## src/hdl/stc_lower_bound.sv

```systemverilog
// ----------------------------------------------------------------------------
// stc_lower_bound
// Iterative lower-bound search: finds the first filled entry that is not
// below the bound, each step a table probe in S_PROBE and a compare in S_CMP.
// ----------------------------------------------------------------------------
module stc_lower_bound #(
  parameter int unsigned TABLE_DEPTH = 1024,
  parameter int unsigned VALUE_BITS  = 32,
  localparam int unsigned ADDR_BITS  = $clog2(TABLE_DEPTH),
  localparam int unsigned CNT_BITS   = $clog2(TABLE_DEPTH + 1)
) (
  input  logic                  clk,
  input  logic                  rst,
  input  logic                  start,
  input  logic [VALUE_BITS-1:0] bound,
  input  logic [CNT_BITS-1:0]   count,
  output logic                  rd_en,
  output logic [ADDR_BITS-1:0]  rd_addr,
  input  logic [VALUE_BITS-1:0] rd_data,
  output logic                  done,
  output logic [CNT_BITS-1:0]   index
);

  typedef enum logic [1:0] {
    S_IDLE,
    S_PROBE,
    S_CMP
  } state_t;

  state_t              state;
  logic [CNT_BITS-1:0] lo;
  logic [CNT_BITS-1:0] hi;
  logic [CNT_BITS-1:0] mid;
  logic [CNT_BITS-1:0] mid_next;

  // Midpoint of the half-open interval, written so that it cannot overflow.
  assign mid_next = lo + ((hi - lo) >> 1);

  // A probe is issued while the interval is still non-empty.
  assign rd_en   = (state == S_PROBE) && (lo < hi);
  assign rd_addr = mid_next[ADDR_BITS-1:0];
  assign index   = lo;

  // Search sequencer.
  always_ff @(posedge clk) begin
    if (rst) begin
      state <= S_IDLE;
      done  <= 1'b0;
      lo    <= '0;
      hi    <= '0;
      mid   <= '0;
    end else begin
      done <= 1'b0;
      unique case (state)
        S_IDLE: begin
          if (start) begin
            lo    <= '0;
            hi    <= count;
            state <= S_PROBE;
          end
        end
        S_PROBE: begin
          if (lo < hi) begin
            mid   <= mid_next;
            state <= S_CMP;
          end else begin
            done  <= 1'b1;
            state <= S_IDLE;
          end
        end
        S_CMP: begin
          // The shared compare narrows the interval by one half.
          if (rd_data < bound) begin
            lo <= mid + CNT_BITS'(1);
          end else begin
            hi <= mid;
          end
          state <= S_PROBE;
        end
        default: begin
          state <= S_IDLE;
        end
      endcase
    end
  end

  // A probe is always followed by its compare.
  a_probe_then_cmp: assert property (@(posedge clk) disable iff (rst)
    rd_en |=> (state == S_CMP))
    else $error("probe not followed by compare");

  // Probes only touch filled entries.
  a_probe_in_range: assert property (@(posedge clk) disable iff (rst)
    rd_en |-> (mid_next < count))
    else $error("probe beyond filled part of table");

  // The interval never inverts while a search runs.
  a_interval_order: assert property (@(posedge clk) disable iff (rst)
    (state != S_IDLE) |-> (lo <= hi))
    else $error("search interval inverted");

endmodule

```

## config.mk

```make
export PLATFORM = sky130hd
export DESIGN_NAME = stc_lower_bound
export DESIGN_NICKNAME = d
export VERILOG_FILES = /design/src/hdl/stc_lower_bound.sv
export SDC_FILE = /design/constraint.sdc
export NUM_CORES = 1
export LEC_CHECK = 0
export BUFFER_PORTS_ARGS = -buffer_cell sky130_fd_sc_hd__buf_4
export CAP_MARGIN = 10
export CORE_MARGIN = 3
export CORE_UTILIZATION = 53
export DETAILED_ROUTE_END_ITERATION = 12
export PLACE_DENSITY_LB_ADDON = 0.2
export SETUP_SLACK_MARGIN = 0.5
export SYNTH_ARGS = -nofsm -noshare
export SYNTH_HDL_FRONTEND = slang
export SYNTH_SLANG_ARGS = --single-unit
```

## constraint.sdc

```tcl
create_clock -name clk -period 5.3 [get_ports clk]
set_clock_uncertainty 0.1 [all_clocks]
set_input_delay 0.795 -clock clk [delete_from_list [all_inputs] [get_ports clk]]
set_output_delay 0.795 -clock clk [all_outputs]
set_load 0.02 [all_outputs]
```

Word-level counts from Yosys, hierarchy flattened

Index checks and enable logic that the tools add are counted.

Bits in registers: 36
Bits of input ports: 78

Add/subtract/negate cells: 3
Order comparisons: 2
Equality and inequality tests: 5
Muxes and demuxes: 10
Bitwise gates (word level): 1
Reduce and logical (&&, ||, !) cells: 7

Operator list:

| kind                  | number |
|---|---|
| $mux 11               | 4 |
| $pmux 11 s2           | 2 |
| $lt 32x32->1          | 1 |
| $add 11x1->11 const B | 1 |
| $add 11x10->11        | 1 |
| $lt 11x11->1          | 1 |
| $sub 11x11->11        | 1 |
| $ne 2x2->1 const B    | 3 |
| $pmux 2 s3            | 1 |
| $reduce_and 3->1      | 2 |
| $mux 2                | 2 |
| $eq 2x1->1 const B    | 1 |
| $eq 2x2->1 const B    | 1 |
| $logic_not 2->1       | 1 |
| $reduce_and 2->1      | 1 |
| $reduce_bool 2->1     | 1 |
| $reduce_or 2->1       | 1 |
| $logic_and 1x1->1     | 1 |
| $mux 1                | 1 |
| $not 1->1             | 1 |

Logic depth before layout (Yosys ltp)

Depth after elaboration: 3
Mapped depth: 16

Least setup slack after synthesis

No wires, ideal clock.

Path type: register -> output
Start point: register lo[1] (netlist: index[1])
End point: output port rd_addr[9]
Data arrival time: 3349 ps
Setup slack: 1056 ps
Cell stages (with the launch flop): 16
Buffers on the path: 1
Cell sequence: dfxtp_1 inv_1 ha_1 nor2b_1 o31a_2 nor2_1 nor2_1 nor2_1 xnor2_1 ha_1 and3_1 a2111oi_2 a21oi_1 a31oi_1 xnor2_1 buf_4

Word-level cells in the longest chain between the ends: 2

Ends and longest elaborated chain:

| what                     | line | RTL |
|---|---|---|
| start: declaration       | 31   | `logic [CNT_BITS-1:0] lo;` |
| start signal: assignment | 74   | `lo <= mid + CNT_BITS'(1);` |
| $sub 11x11->11           | 37   | `assign mid_next = lo + ((hi - lo) >> 1);` |
| $add 11x10->11 *         | 37   |  |
| end: declaration         | 18   | `output logic [ADDR_BITS-1:0] rd_addr,` |

Every way passes the cells marked *; elsewhere a longest branch is shown, timed or not.

Worst setup path in the final report

Start point: register lo[0] (netlist: index[0])
End point: output port rd_addr[9]

Same word-level chain as after synthesis.

==> metrics.md <==
| Metric | Value |
|---|---|
| Max IR drop VDD | `between 0.15 and 0.2 mV` |
| Synth area leaders | `dfxtp_1 (22%), ha_1 (20%), mux2i_1 (6.0%)` |
| DIE HEIGHT | `85.3 um` |
| Initial DRC count | `185` |
| Final-report max-slew violation count | `0` |
| Fmax | `222 MHz` |
| Reg2Reg Setup Slack | `1.35 ns` |
| Crit-path max FO | `5` |
| Largest net degree at the start of global routing | `31` |
| Antenna violations before repair | `0` |
| Min-Delay Path Class | `flip-flop to flip-flop` |
| WL/cell | `15.5 um` |
| Dominant cell type by area after synthesis | `dfxtp_1` |
| Min cycle time layout | `roughly 4.5 ns` |
| Top_reg_cell synth | `dfxtp_1` |
| Later-pin clock latency in the skew report | `0.28 ns` |
| CTS tree | `built` |
| Max cap viols | `0` |
| Die ar. | `7280 um2` |
| DR vias | `between 3000 and 4000` |
| Power Density | `215 nW/um2` |
| Worst slew margin | `29.2%` |
| Seq/Total Area, Yosys | `21.6%` |
| Synth cell types | `between 50 and 60` |
| # DRC | `0` |
| R2r startpoint | `index[0]` |
| Final antenna diode count | `0` |
| Row cnt | `28` |
| CP Data Arrival Time | `3.61 ns` |
| Crit start category | `flip-flop` |
| Clock tree buffer depth | `2` |
| Total CTS buffers | `5` |
| Final #Nets | `620` |
| Core ar. | `5990 um2` |
| Async SR Flop Fraction | `0%` |
| Worst Path Required | `4.41 ns` |
| Yosys reg bits | `36` |
| Number of non-filler instances in the completed layout | `561` |
| Mapped Avg Cell Area | `between 8 and 9 um2` |
| DP HPWL | `6770 um` |
| Total Wirelength | `8710 um` |
| Share of the synthesized area in the top cell type | `between 20% and 30%` |
| Fin. Hold Viols | `0` |
| CP Capture Type | `output port` |
| Tightest Pin Transition | `1.06 ns` |
| Pleak | `about 2.1 nW` |
| Status | `finished clean` |
| Fin crit share | `85.1%` |
| Setup TNS | `0 ns` |
| Hold path endpoint | `hi[0]` |
| First-pass GRT wire length | `14100 um` |
| Clock transition at path regs | `0.07 ns` |
| Initial Util | `between 50% and 60%` |
| Most frequent cells in the layout | `buf_4 (101), ha_1 (54), inv_1 (53), dfxtp_1 (35), nor2_1 (25)` |
| Clock Sink Count | `36` |
| Hold_ws | `0.380 ns` |
| GPL Wtd Cong | `0.889` |
| H-Tree Depth | `2` |
| Synth warn | `0` |
| Drt pass-1 iters | `4` |
| Via density | `5.69` |
| Die X | `85.3 um` |
| Total Routing Usage GR | `a little under a quarter` |
| Tot Pwr | `between 0.8 and 0.9 mW` |
| Layout area overhead | `25.2%` |
| Gr ovfl total | `0` |
| Fin area | `about 4200 um2` |
| Layout cell share with drive strength beyond 1 | `around 25%` |
| Final Setup Violations | `0` |
| I/O pin count | `101` |
| Reg2reg path depth | `15` |
| Hold path start | `hi[0]` |
| Hold Path Cell Cnt | `2` |
| Number of synthesized flops with an enable pin | `0` |
| Placed cell area | `4060 um2` |
| Worst r2r dst | `mid[10]` |
| Unrepaired setup endpoints after global routing | `false` |
| Hold-fix buffers at CTS | `0` |
| Post-Syn Area | `3330 um2` |
| CTS root buffer | `clkbuf_8` |
| Fillcell total | `523` |
| Net Count, Synth | `between 500 and 600` |
| Antenna Nets Post-Route | `0` |
| Critical path class | `flip-flop to output port` |
| Commonest non-fill, non-tap cell in the layout | `buf_4` |
| Vias in the first global route | `between 3000 and 4000` |
| PortBufs | `100` |
| Placed cells | `554` |
| Gate Count Post-Synth | `400` |
==> Yosys cell counts (2+ instances only) <==
| cell | number |
|---|---|
| a2111o_1 | 2 |
| a211o_1 | 2 |
| a21boi_0 | 2 |
| a21o_1 | 8 |
| a21oi_1 | 24 |
| a31oi_1 | 3 |
| and2_1 | 2 |
| and3_1 | 6 |
| buf_1 | 2 |
| buf_2 | 3 |
| buf_4 | 10 |
| clkbuf_1 | 6 |
| dfxtp_1 | 36 |
| fa_1 | 2 |
| ha_1 | 54 |
| inv_1 | 53 |
| mux2i_1 | 20 |
| nand2_1 | 15 |
| nand2b_1 | 3 |
| nand3_1 | 12 |
| nand4_1 | 17 |
| nor2_1 | 25 |
| nor2b_1 | 2 |
| nor3_1 | 4 |
| nor4_1 | 3 |
| o21a_1 | 2 |
| o21ai_0 | 8 |
| o21bai_1 | 2 |
| o22ai_1 | 9 |
| o22ai_2 | 2 |
| o31ai_1 | 12 |
| or4_1 | 2 |
| xnor2_1 | 16 |
| xor2_1 | 9 |
==> power breakdown <==
| part | leakage [nW] | internal, mW | switching, mW | total (mW) |
|---|---|---|---|---|
| Sequential | 0.293 | 0.285 | 0.0136 | 0.298 |
| Combinational | 1.80 | 0.184 | 0.203 | 0.387 |
| Clock | 0.0503 | 0.116 | 0.0979 | 0.214 |
| Total | 2.15 | 0.585 | 0.314 | 0.899 |
==> stage by stage <==
stage          util, %  setup WS, ns
2_1_floorplan        -          1.06
3_3_place_gp      67.7         0.973
3_5_place_dp      67.7         0.857
4_1_cts           69.3         0.519
5_1_grt           69.7         0.502
6_report          69.7         0.790
==> worst max-delay path: stages, from the launching register on <==
cell	delay, ns
dfxtp_1	0.38
ha_1	0.19
inv_1	0.05
fa_1	0.40
a21o_1	0.19
a21oi_1	0.30
xnor2_1	0.16
ha_1	0.30
and3_1	0.20
a2111oi_4	0.43
a21oi_2	0.15
a31oi_2	0.25
xnor2_1	0.15
buf_4	0.16
==> logic make-up (layout without fill, tap and decap cells) <==
family / Yosys count / after routing / synth area share, %
and+or+nand+nor: 96 / 96 / 14.9
AOI/OAI and AO/OA: 92 / 92 / 19.5
buffers and inverters: 75 / 161 / 9.91
DFF: 36 / 36 / 21.6
xor gates and xnor gates: 25 / 25 / 6.57
muxes: 20 / 20 / 6.00
adders and majority gates: 56 / 56 / 21.5
==> flip-flops by register name (all words and copies together), names as in the netlist <==
register  cells
done          1
mid          11
hi           11
state         2
index        11
==> what timing repair did <==
action | 4_1_cts | 5_1_grt
setup buffers | 0 | 0
hold endpoints to repair | 0 | 0
gates resized for setup | 0 | 4
endpoints found under the setup margin | 0 | 2
==> layout make-up <==
type                    instances  area (um2)  share of cell area [%]
multi-input cells             289        2310                    55.2
repair buffers                101         758                    18.2
flip-flops and latches         36         722                    17.3
inverters                      53         199                    4.76
clock buffers                   7        96.3                    2.31
well taps                      75        93.8                    2.25
==> how the worst max path moves through the flow <==
| stage | from | endpoint | slack [ns] | cells after the start |
|---|---|---|---|---|
| floorplan | index[1] | rd_addr[9] | 1.06 | 15 |
| global placement | index[1] | rd_addr[9] | 0.97 | 15 |
| detailed placement | index[1] | rd_addr[9] | 0.86 | 15 |
| CTS | index[1] | rd_addr[9] | 0.52 | 15 |
| global route | index[1] | rd_addr[9] | 0.50 | 15 |
| finish | index[0] | rd_addr[9] | 0.79 | 13 |
==> metal layers <==
layer | vias to the layer above | global-route usage, % | part of all wire [%] | wire, um
li1 | 1598 | - | - | -
met5 | - | 0 | 0 | 0
met3 | 13 | 3.59 | 6.6 | 571
met1 | 1489 | 29.4 | 42 | 3640
met2 | 90 | 42.3 | 50 | 4360
met4 | 0 | 6.62 | 1.6 | 142
Note: power is estimated with default switching activity, not from simulation.
